File: src/rtl/mrwp_pkg.sv
// Package for the register-write parser: message codes, byte masks and the
// state and result types that pass between the step logic and the top level.
// Depends on nothing.
package mrwp_pkg;

	localparam int unsigned BYTE_W   = 8;
	localparam int unsigned ADDR_W   = 9;
	localparam int unsigned DATA_W   = 8;
	localparam int unsigned VOL_W    = 7;
	localparam int unsigned FILL_W   = 2;

	localparam logic [7:0] NOTE_MASK   = 8'hF8;
	localparam logic [7:0] NOTE_STATUS = 8'h90;
	localparam logic [7:0] VOL_STATUS  = 8'hC0;

	localparam logic [FILL_W-1:0] FILL_EMPTY = 2'd0;
	localparam logic [FILL_W-1:0] FILL_ONE   = 2'd1;
	localparam logic [FILL_W-1:0] FILL_TWO   = 2'd2;
	localparam logic [FILL_W-1:0] FILL_FULL  = 2'd3;

	localparam logic KIND_WRITE  = 1'b0;
	localparam logic KIND_VOLUME = 1'b1;

	typedef struct packed {
		logic [BYTE_W-1:0] first_byte;
		logic [6:0]        second_byte;
		logic [FILL_W-1:0] fill_count;
	} msg_state_t;

	typedef struct packed {
		logic              valid;
		logic              kind;
		logic [ADDR_W-1:0] reg_addr;
		logic [DATA_W-1:0] reg_data;
		logic [VOL_W-1:0]  volume;
	} msg_result_t;

endpackage

File: src/rtl/mrwp_step.sv
// Combinational step of the parser: one byte against the gathered message
// gives the next message state and at most one result.
// Depends on mrwp_pkg.
module mrwp_step (
	input  logic [7:0]           byte_cur,
	input  mrwp_pkg::msg_state_t state_cur,
	output mrwp_pkg::msg_state_t state_nxt,
	output mrwp_pkg::msg_result_t result
);
	import mrwp_pkg::*;

	logic [FILL_W-1:0] fill_eff;
	logic [FILL_W-1:0] fill_inc;
	logic [7:0]        first_nxt;
	logic [6:0]        second_nxt;
	logic              is_write;
	logic              is_volume;

	always_comb begin
		// A status byte restarts the message.
		fill_eff   = byte_cur[7] ? FILL_EMPTY : state_cur.fill_count;
		fill_inc   = fill_eff + FILL_ONE;
		first_nxt  = (fill_eff == FILL_EMPTY) ? byte_cur : state_cur.first_byte;
		second_nxt = (fill_eff == FILL_ONE) ? byte_cur[6:0] : state_cur.second_byte;
		is_write   = ((first_nxt & NOTE_MASK) == NOTE_STATUS) && (fill_inc == FILL_FULL);
		is_volume  = (first_nxt == VOL_STATUS) && (fill_inc == FILL_TWO);

		result          = '0;
		state_nxt       = state_cur;
		if (fill_eff != FILL_FULL) begin
			state_nxt.first_byte  = first_nxt;
			state_nxt.second_byte = second_nxt;
			state_nxt.fill_count  = (is_write || is_volume) ? FILL_EMPTY : fill_inc;
		end
		// When the message is full, further data bytes are dropped.
		if (fill_eff != FILL_FULL && is_write) begin
			result.valid    = 1'b1;
			result.kind     = KIND_WRITE;
			result.reg_addr = {first_nxt[1:0], second_nxt};
			result.reg_data = {first_nxt[2], byte_cur[6:0]};
		end else if (fill_eff != FILL_FULL && is_volume) begin
			result.valid  = 1'b1;
			result.kind   = KIND_VOLUME;
			result.volume = second_nxt;
		end
	end

endmodule

File: src/rtl/midi_register_write_parser.sv
// Register-write parser top level: input register, message state, result register.
// A byte accepted at the input is held in the input register, goes through the step
// logic and has its result held in the result register, which drives the outputs.
// Throughput: one byte per cycle while the result side does not stall.
// Reset (arst_n low, asynchronous) empties both stages and the message.
// Depends on mrwp_pkg and mrwp_step.
module midi_register_write_parser (
	input  logic                       clk,
	input  logic                       arst_n,
	input  logic                       in_valid,
	output logic                       in_stall,
	input  logic [7:0]                 byte_in,
	output logic                       out_valid,
	input  logic                       out_stall,
	output logic                       kind,
	output logic [8:0]                 reg_addr,
	output logic [7:0]                 reg_data,
	output logic [6:0]                 volume
);
	import mrwp_pkg::*;

	// Input stage: the accepted byte is registered here before the step logic takes it.
	logic        valid_s1;
	logic [7:0]  byte_s1;

	// Gathered message: first byte, low bits of the second byte and the fill
	// count. The fill count decides which bytes are meaningful.
	msg_state_t  state_q;
	msg_state_t  state_nxt;
	msg_result_t result;

	// Result register.
	logic        out_valid_q;
	msg_result_t out_q;

	logic        advance;

	mrwp_step u_step (
		.byte_cur  (byte_s1),
		.state_cur (state_q),
		.state_nxt (state_nxt),
		.result    (result)
	);

	// The byte in the input stage can move on unless it makes a result
	// while the result register holds one that is stalled.
	assign advance  = !result.valid || !out_valid_q || !out_stall;
	assign in_stall = valid_s1 && !advance;

	always_ff @(posedge clk or negedge arst_n) begin
		if (!arst_n) begin
			valid_s1 <= 1'b0;
		end else if (!in_stall) begin
			valid_s1 <= in_valid;
		end
	end

	always_ff @(posedge clk) begin
		if (in_valid && !in_stall) begin
			byte_s1 <= byte_in;
		end
	end

	always_ff @(posedge clk or negedge arst_n) begin
		if (!arst_n) begin
			state_q <= '0;
		end else if (valid_s1 && advance) begin
			state_q <= state_nxt;
		end
	end

	// The result register holds while its transaction is stalled and
	// otherwise takes whatever the input stage produces this cycle.
	always_ff @(posedge clk or negedge arst_n) begin
		if (!arst_n) begin
			out_valid_q <= 1'b0;
		end else if (!(out_valid_q && out_stall)) begin
			out_valid_q <= valid_s1 && result.valid;
		end
	end

	always_ff @(posedge clk) begin
		if (!(out_valid_q && out_stall) && valid_s1 && result.valid) begin
			out_q <= result;
		end
	end

	assign out_valid = out_valid_q;
	assign kind      = out_q.kind;
	assign reg_addr  = out_q.reg_addr;
	assign reg_data  = out_q.reg_data;
	assign volume    = out_q.volume;

endmodule

File: config.mk
export PLATFORM = sky130hd
export DESIGN_NAME = midi_register_write_parser
export DESIGN_NICKNAME = d
export VERILOG_FILES = /design/src/rtl/mrwp_pkg.sv /design/src/rtl/mrwp_step.sv /design/src/rtl/midi_register_write_parser.sv
export SDC_FILE = /design/constraint.sdc
export NUM_CORES = 1
export LEC_CHECK = 0
export ABC_AREA = 1
export BUFFER_PORTS_ARGS = -buffer_cell sky130_fd_sc_hd__buf_2
export CAP_MARGIN = 20
export CORE_MARGIN = 4
export CORE_UTILIZATION = 43
export DETAILED_ROUTE_END_ITERATION = 16
export GPL_TIMING_DRIVEN = 0
export PLACE_DENSITY = 0.63
export SETUP_SLACK_MARGIN = 0.5
export SLEW_MARGIN = 40
export SYNTH_ARGS = -nofsm -noshare
export SYNTH_HDL_FRONTEND = slang
export SYNTH_HIERARCHICAL = 1
export SYNTH_SLANG_ARGS = --single-unit
File: constraint.sdc
create_clock -name clk -period 3.7 [get_ports clk]
set_input_delay 0.37 -clock clk [delete_from_list [all_inputs] [get_ports clk]]
set_output_delay 0.37 -clock clk [all_outputs]
set_load 0.02 [all_outputs]
==> results of run 1 <==
## metal layers
| layer | vias to the layer above | part of all wire |
|---|---|---|
| li1 | 919 | - |
| met1 | 826 | 0.44 |
| met2 | 44 | 0.48 |
| met3 | 4 | 0.062 |
| met4 | 0 | 0.0099 |
| met5 | - | 0 |
## state kept, by name, summed over array words and instances (netlist names)
name       flops
reg_addr       9
reg_data       8
kind           1
valid_s1       1
state_q       17
byte_s1        8
volume         7
out_valid      1
## final cells by class
type	instances	area (µm²)	share of cell area
Multi-Input combinational cell	173	822	0.290
Sequential cell	52	1470	0.517
Clock inverter	2	15.0	0.00530
Buffer	10	73.8	0.0260
Tap cell	72	90.1	0.0318
Inverter	23	93.8	0.0331
Clock buffer	6	82.6	0.0291
Timing Repair Buffer	38	190	0.0671
## power by group through the flow
stage               clock, mW  combinational, mW  sequential [mW]
finish                  0.332              0.278            0.718
global route            0.373              0.323            0.727
CTS                     0.345              0.280            0.718
detailed placement          0              0.278            0.731
global placement            0              0.274            0.729
floorplan                   0              0.215            0.725
## per-stage QoR
stage               worst slack (ns)  power (mW)  area (µm²)  hold slack (ns)  cells
floorplan                      0.931       0.940        2450           0.0744    258
global placement               0.508        1.00        2730            0.356    368
detailed placement             0.793        1.01        2730            0.353    368
CTS                            0.766        1.34        2830           0.0172    376
global route                   0.533        1.42        2830           0.0277    376
finish                         0.829        1.33        2830          0.00773    376
## worst max-delay path: stages (launching register included)
cell and delay, ns:
edfxtp_1 0.38, inv_2 0.09, nand2_1 0.12, ha_1 0.22, buf_6 0.15, inv_8 0.08
nand2_1 0.05, nand2_1 0.08, nand3_1 0.08, nor2_1 0.13, nand2_2 0.19, nand2_2 0.15
nand2_1 0.13, nor2_1 0.15, buf_2 0.18
## logic make-up after synthesis
family                   after synthesis  synth area share
flip-flops                            52             0.600
AND/OR/NAND/NOR                      148             0.273
AO/OA/AOI/OAI                         23            0.0476
buffers and inverters                 33            0.0686
adder cells (fa/ha/maj)                2            0.0102
## cell usage in the layout (no fill, tap or decap)
cell type,instances
nand3_1,20
nor2_1,24
o21ai_1,1
dfrtp_1,19
o21ai_0,20
a31oi_1,1
clkinvlp_4,2
edfxtp_1,33
buf_6,4
nor2_2,10
buf_2,43
nand3_2,2
inv_2,1
nand2_2,9
inv_8,1
nand3_4,1
ha_1,2
nand2_4,2
nand2_1,80
a21oi_4,1
clkbuf_1,1
clkbuf_8,6
inv_1,21
## worst max path at each step
stage / startpoint / end / depth (start not counted)
after CTS: byte_s1[7] / in_stall / 14
after global routing: byte_s1[7] / in_stall / 14
after global placement: byte_s1[7] / reg_data[7] / 13
after floorplan: byte_s1[7] / kind / 14
after detailed placement: byte_s1[7] / byte_s1[2] / 15
final: byte_s1[7] / in_stall / 14
## repair_timing
item | 4_1_cts | 5_1_grt
gates resized for setup | 0 | 1
endpoints found under the hold margin | 0 | 0
endpoints found under the setup margin | 0 | 1
==> impl_metrics.env, run 1 <==
export IMPL_outcome="finished, final reports clean"
export IMPL_ys_flop_type="edfxtp_1"
export IMPL_fin_tns_setup_ns=0
export IMPL_fmax_ghz=0.348
export IMPL_synthTopCellsByArea="edfxtp_1, dfrtp_1, nand2_1"
export IMPL_synth_top_area_frac=0.406
export IMPL_power_internal_mw=0.926
export IMPL_worstPathRequired_ns=3.33
export IMPL_die_x_um=83.4
export IMPL_h_tree_depth=2
export IMPL_grt_first_pass_wirelength_um=8190
export IMPL_num_vias=1793
export IMPL_cts_root_buf="clkbuf_8"
export IMPL_fp_coreArea_mm2=0.00551
export IMPL_gp_congestion=0.825
export IMPL_hold_buffers=0
export IMPL_synthToLayoutAreaGrowth_pct=16.0
export IMPL_io_buffers=38
export IMPL_met2_usage=0.234
export IMPL_cts_tree="done"
export IMPL_crit_fanout=10
export IMPL_ys_top_cells_by_count="nand2_1, edfxtp_1, nor2_1, inv_1"
export IMPL_combPwrFrac=0.210
export IMPL_setup_viol=0
export IMPL_r2r_start="byte_s1[7]"
export IMPL_end_kind="primary output"
export IMPL_dieArea_mm2=0.00695
export IMPL_seq_power_share=0.540
export IMPL_slew_viol_final=0
export IMPL_grt_max_degree=26
export IMPL_rsz0062_at_grt="false"
export IMPL_start_util=0.444
export IMPL_clk_pin_slew_ns=0.09
export IMPL_worstHoldPathType="input port to asynchronous set/reset pin"
export IMPL_grt_ovfl_total=0
export IMPL_drt_first_pass_iters=4
export IMPL_r2r_cells=13
export IMPL_antenna_found_initial=0
export IMPL_avgSynthCellArea_um2=9.47
export IMPL_met3_usage=0.0347
export IMPL_async_flop_share=0.365
export IMPL_fin_crit_ns=2.87
export IMPL_period_share=0.776
export IMPL_synth_seq_area_share=0.600
export IMPL_n_antenna_cell=0
export IMPL_synthesis_area_mm2=0.00244
export IMPL_ir_worst_vdd_v=0.000206
export IMPL_fin_skew_ns=0.00674
export IMPL_final_antenna_net_count=0
export IMPL_cts_buffer_depth=2
export IMPL_first_iter_violations=92
export IMPL_grt_pass1_vias=1680
export IMPL_nets=317
export IMPL_r2r_end="reg_addr[8]"
export IMPL_worst_slew_pin_slew_ns=0.764
export IMPL_synth_seq_cells=52
export IMPL_cts_made_buffers=5
export IMPL_total_leakage_power_nw=1.21
export IMPL_drive_gt1_frac=0.270
export IMPL_critPathKind="flip-flop to primary output"
export IMPL_dp_final_hpwl_um=3350
export IMPL_p_sw_mw=0.403
export IMPL_ys_warn_count=6
export IMPL_fill_cells=525
export IMPL_die_h_um=83.4
export IMPL_yosys_area_top_type="edfxtp_1"
export IMPL_drv_cap=0
export IMPL_swShare=0.303
export IMPL_power_density_mw_per_mm2=469
export IMPL_viasPerCell=4.77
export IMPL_yosysMostFrequentCell="nand2_1"
export IMPL_drcViolationCount=0
export IMPL_worst_setup_path_start_kind="flip-flop"
export IMPL_final_core_util=0.515
export IMPL_maxSlewHeadroom=0.489
export IMPL_final_hold_viol_count=0
export IMPL_r2r_slack_ns=0.83
export IMPL_routedWlPerCell_um=12.6
export IMPL_busiest_layer="met2"
export IMPL_clock_sinks=52
export IMPL_cts_setup_buffers=0
export IMPL_ioPinCount=39
export IMPL_grt_use_met1=0.201
export IMPL_syn_num_nets=272
export IMPL_netlist_instances=258
export IMPL_worstPathArrival_ns=2.50
export IMPL_grtUsageTotal=0.147
export IMPL_power_frac_clock=0.250
export IMPL_rows=27
export IMPL_drt_total_wl_um=4750
export IMPL_synth_edff_count=33
export IMPL_ys_types=21
export IMPL_clock_latency_ns=0.30
No activity file was read; power rests on OpenSTA's default activity.
==> run 2, diff against run 1 <==
--- a/config.mk
+++ b/config.mk
@@ -5,7 +5,7 @@
 export SDC_FILE = /design/constraint.sdc
 export NUM_CORES = 1
 export LEC_CHECK = 0
-export ABC_AREA = 1
+export ABC_AREA = 0
 export BUFFER_PORTS_ARGS = -buffer_cell sky130_fd_sc_hd__buf_2
 export CAP_MARGIN = 20
 export CORE_MARGIN = 4
==> constraint.sdc (replaced) <==
create_clock -name clk -period 2.84 [get_ports clk]
set_input_delay 0.284 -clock clk [delete_from_list [all_inputs] [get_ports clk]]
set_output_delay 0.284 -clock clk [all_outputs]
set_load 0.02 [all_outputs]
==> run 2 against run 1 <==
  * The run now ends with setup timing left
  * Global-route usage rose by 3.4 points
  * Worst setup slack got worse by 0.97 ns
  * Non-clock buffer count rose by 31
  * Synthesized area rose by 8.1%
  * Largest cell class unchanged
  * Largest power group unchanged
==> impl_metrics.env, run 2 <==
export IMPL_final_antenna_net_count=0
export IMPL_synth_top_area_frac=0.375
export IMPL_rsz0062_at_grt="true"
export IMPL_fmax_ghz=0.335
export IMPL_fin_tns_setup_ns=-1.83
export IMPL_die_x_um=86.4
export IMPL_clk_pin_slew_ns=0.10
export IMPL_swShare=0.304
export IMPL_ys_warn_count=6
export IMPL_maxSlewHeadroom=0.601
export IMPL_cts_root_buf="clkbuf_8"
export IMPL_ioPinCount=39
export IMPL_dieArea_mm2=0.00746
export IMPL_die_h_um=86.4
export IMPL_finalWorstSetupSlack_ns=-0.145
export IMPL_synthToLayoutAreaGrowth_pct=32.6
export IMPL_gp_congestion=0.830
export IMPL_grt_first_pass_wirelength_um=10300
export IMPL_worst_setup_path_start_kind="flip-flop"
export IMPL_synthTopCellsByArea="edfxtp_1, dfrtp_1, mux2_2"
export IMPL_drv_cap=0
export IMPL_violations="setup timing"
export IMPL_synth_seq_area_share=0.555
export IMPL_critPathKind="flip-flop to primary output"
export IMPL_max_stage_delay_ns=0.47
export IMPL_clock_sinks=52
export IMPL_ys_types=34
export IMPL_routedWlPerCell_um=16.8
export IMPL_drcViolationCount=0
export IMPL_power_internal_mw=1.28
export IMPL_ys_flop_type="edfxtp_1"
export IMPL_grtUsageTotal=0.181
export IMPL_cts_tree="done"
export IMPL_period_share=1.05
export IMPL_regMostFlops="state_q"
export IMPL_seq_power_share=0.521
export IMPL_grt_ovfl_total=0
export IMPL_power_mw=1.83
export IMPL_netlist_instances=227
export IMPL_synth_edff_count=33
export IMPL_avgSynthCellArea_um2=11.6
export IMPL_worstPathArrival_ns=2.70
export IMPL_nets=312
export IMPL_fp_coreArea_mm2=0.00596
export IMPL_viasPerCell=5.29
export IMPL_final_common_cell="buf_2"
export IMPL_slew_viol_final=0
export IMPL_place_area_mm2=0.00301
export IMPL_grt_pass1_vias=1937
export IMPL_outcome="finished with violations"
export IMPL_h_tree_depth=2
export IMPL_final_hold_viol_count=0
export IMPL_final_cell_mix="buf_2, edfxtp_1, nand2_1, nand2b_1"
export IMPL_drive_gt1_frac=0.445
export IMPL_combPwrFrac=0.233
export IMPL_power_density_mw_per_mm2=524
export IMPL_start_util=0.443
export IMPL_fin_skew_ns=0.0127
export IMPL_total_leakage_power_nw=1.51
export IMPL_r2r_cells=14
export IMPL_drt_first_pass_iters=4
export IMPL_p_sw_mw=0.558
export IMPL_n_antenna_cell=0
export IMPL_fin_crit_ns=2.99
export IMPL_syn_num_nets=241
export IMPL_cts_made_buffers=5
export IMPL_num_vias=1978
export IMPL_rows=28
export IMPL_cp_common_cell="buf_6"
export IMPL_cts_buffer_depth=2
export IMPL_async_flop_share=0.365
export IMPL_synth_seq_cells=52
export IMPL_worstPathRequired_ns=2.56
export IMPL_drt_total_wl_um=6290
export IMPL_power_frac_clock=0.247
export IMPL_synthesis_area_mm2=0.00264
export IMPL_yosys_area_top_type="edfxtp_1"
export IMPL_worst_slew_pin_slew_ns=0.599
export IMPL_fill_cells=503
export IMPL_holdPathStages=1
export IMPL_ys_top_cells_by_count="edfxtp_1, nand2_1, nor2_1, nand2b_1, dfrtp_1"
export IMPL_dp_final_hpwl_um=3990
export IMPL_yosysMostFrequentCell="edfxtp_1"
export IMPL_crit_path_top_delay_cell="edfxtp_1"
export IMPL_io_buffers=38
export IMPL_end_kind="primary output"
export IMPL_clock_latency_ns=0.32
export IMPL_finalInstanceArea_mm2=0.00350
export IMPL_ir_worst_vdd_v=0.000264
export IMPL_largest_reg_flops=17
export IMPL_first_iter_violations=150
export IMPL_worstHoldPathType="input port to flip-flop"
export IMPL_crit_chain="or2b_1 -> ha_2 -> buf_8 -> mux2_4 -> buf_6 -> nor4_4 -> nand4_4 -> nand2_2 -> buf_6 -> nand4_1 -> inv_2 -> buf_6"
export IMPL_grt_max_degree=20
export IMPL_crit_fanout=6
export IMPL_antenna_found_initial=0
export IMPL_setup_viol=35
run 2: cell count changes in the layout (fill, tap and decap cells not counted), moves of 8 or more:
cell	change
buf_6	+13
inv_1	-12
mux2_2	+13
mux2i_1	+9
nand2_1	-58
nand2_2	-8
nand2b_1	+19
nand3_1	-20
nand4_1	+18
nor2_1	-8
o211ai_2	+10
o21ai_0	-19
run 2: final timing paths:
path / slack [ns] / end / from
max: -0.15 / in_stall / byte_s1[7]
min: 0.14 / byte_s1[4] / byte_in[4]
max reg2reg: -0.12 / reg_addr[1] / byte_s1[7]
min reg2reg: 0.57 / state_q[15] / state_q[15]
max in group asynchronous: 2.03 / state_q[1] / arst_n
min in group asynchronous: 0.45 / state_q[3] / arst_n
run 2: worst max-delay path, delay by kind of cell, from the launching register on:
family,cells,cell delay [ns]
fa+ha+maj,1,0.19
buf+inv,5,0.57
flops,1,0.47
simple gates,5,0.85
mux,1,0.31
run 2: cell type report:
type | count | area, µm² | area share
Buffer | 16 | 151 | 0.0432
Sequential cell | 52 | 1470 | 0.419
Tap cell | 75 | 93.8 | 0.0268
Timing Repair Buffer | 63 | 490 | 0.140
Multi-Input combinational cell | 150 | 1170 | 0.333
Clock buffer | 5 | 68.8 | 0.0196
Inverter | 10 | 37.5 | 0.0107
Clock inverter | 3 | 26.3 | 0.00750
run 2: cell families (layout without fill, tap and decap cells):
| logic type | Yosys count | count (layout) | share of synthesized area |
|---|---|---|---|
| muxes | 25 | 25 | 0.104 |
| AOI/OAI and AO/OA | 23 | 24 | 0.0838 |
| DFF | 52 | 52 | 0.555 |
| adders and majority gates | 2 | 2 | 0.00947 |
| and+or+nand+nor | 99 | 99 | 0.194 |
| buffers and inverters | 26 | 97 | 0.0535 |
run 2: per-stage QoR:
step	hold WS (ns)	worst slack [ns]	utilization	instances
2_1_floorplan	-0.0116	-0.148	-	227
3_3_place_gp	0.267	-0.591	0.506	340
3_5_place_dp	0.272	-0.642	0.506	340
4_1_cts	0.134	-0.149	0.574	368
5_1_grt	0.123	-0.340	0.588	374
6_report	0.140	-0.145	0.588	374
run 2: repair_timing:
item | 4_1_cts | 5_1_grt
hold buffers | 1 | 0
setup endpoints to repair | 53 | 65
hold endpoints to repair | 19 | 0
gates cloned | 3 | 0
resized for setup | 23 | 15
buffers inserted | 16 | 6
pin swaps | 20 | 4
run 2: per-layer routing:
layer	track usage	wire (µm)	up-vias
li1	-	-	958
met1	0.266	2820	960
met2	0.268	3000	53
met3	0.0399	381	7
met4	0.0552	89	0
met5	0	0	-
run 2: power by group through the flow:
stage,Combinational (mW),Sequential (mW),Clock (mW)
2_1_floorplan,0.296,0.947,0
3_3_place_gp,0.352,0.973,0
3_5_place_dp,0.361,0.974,0
4_1_cts,0.419,0.953,0.461
5_1_grt,0.468,0.968,0.491
6_report,0.427,0.955,0.452
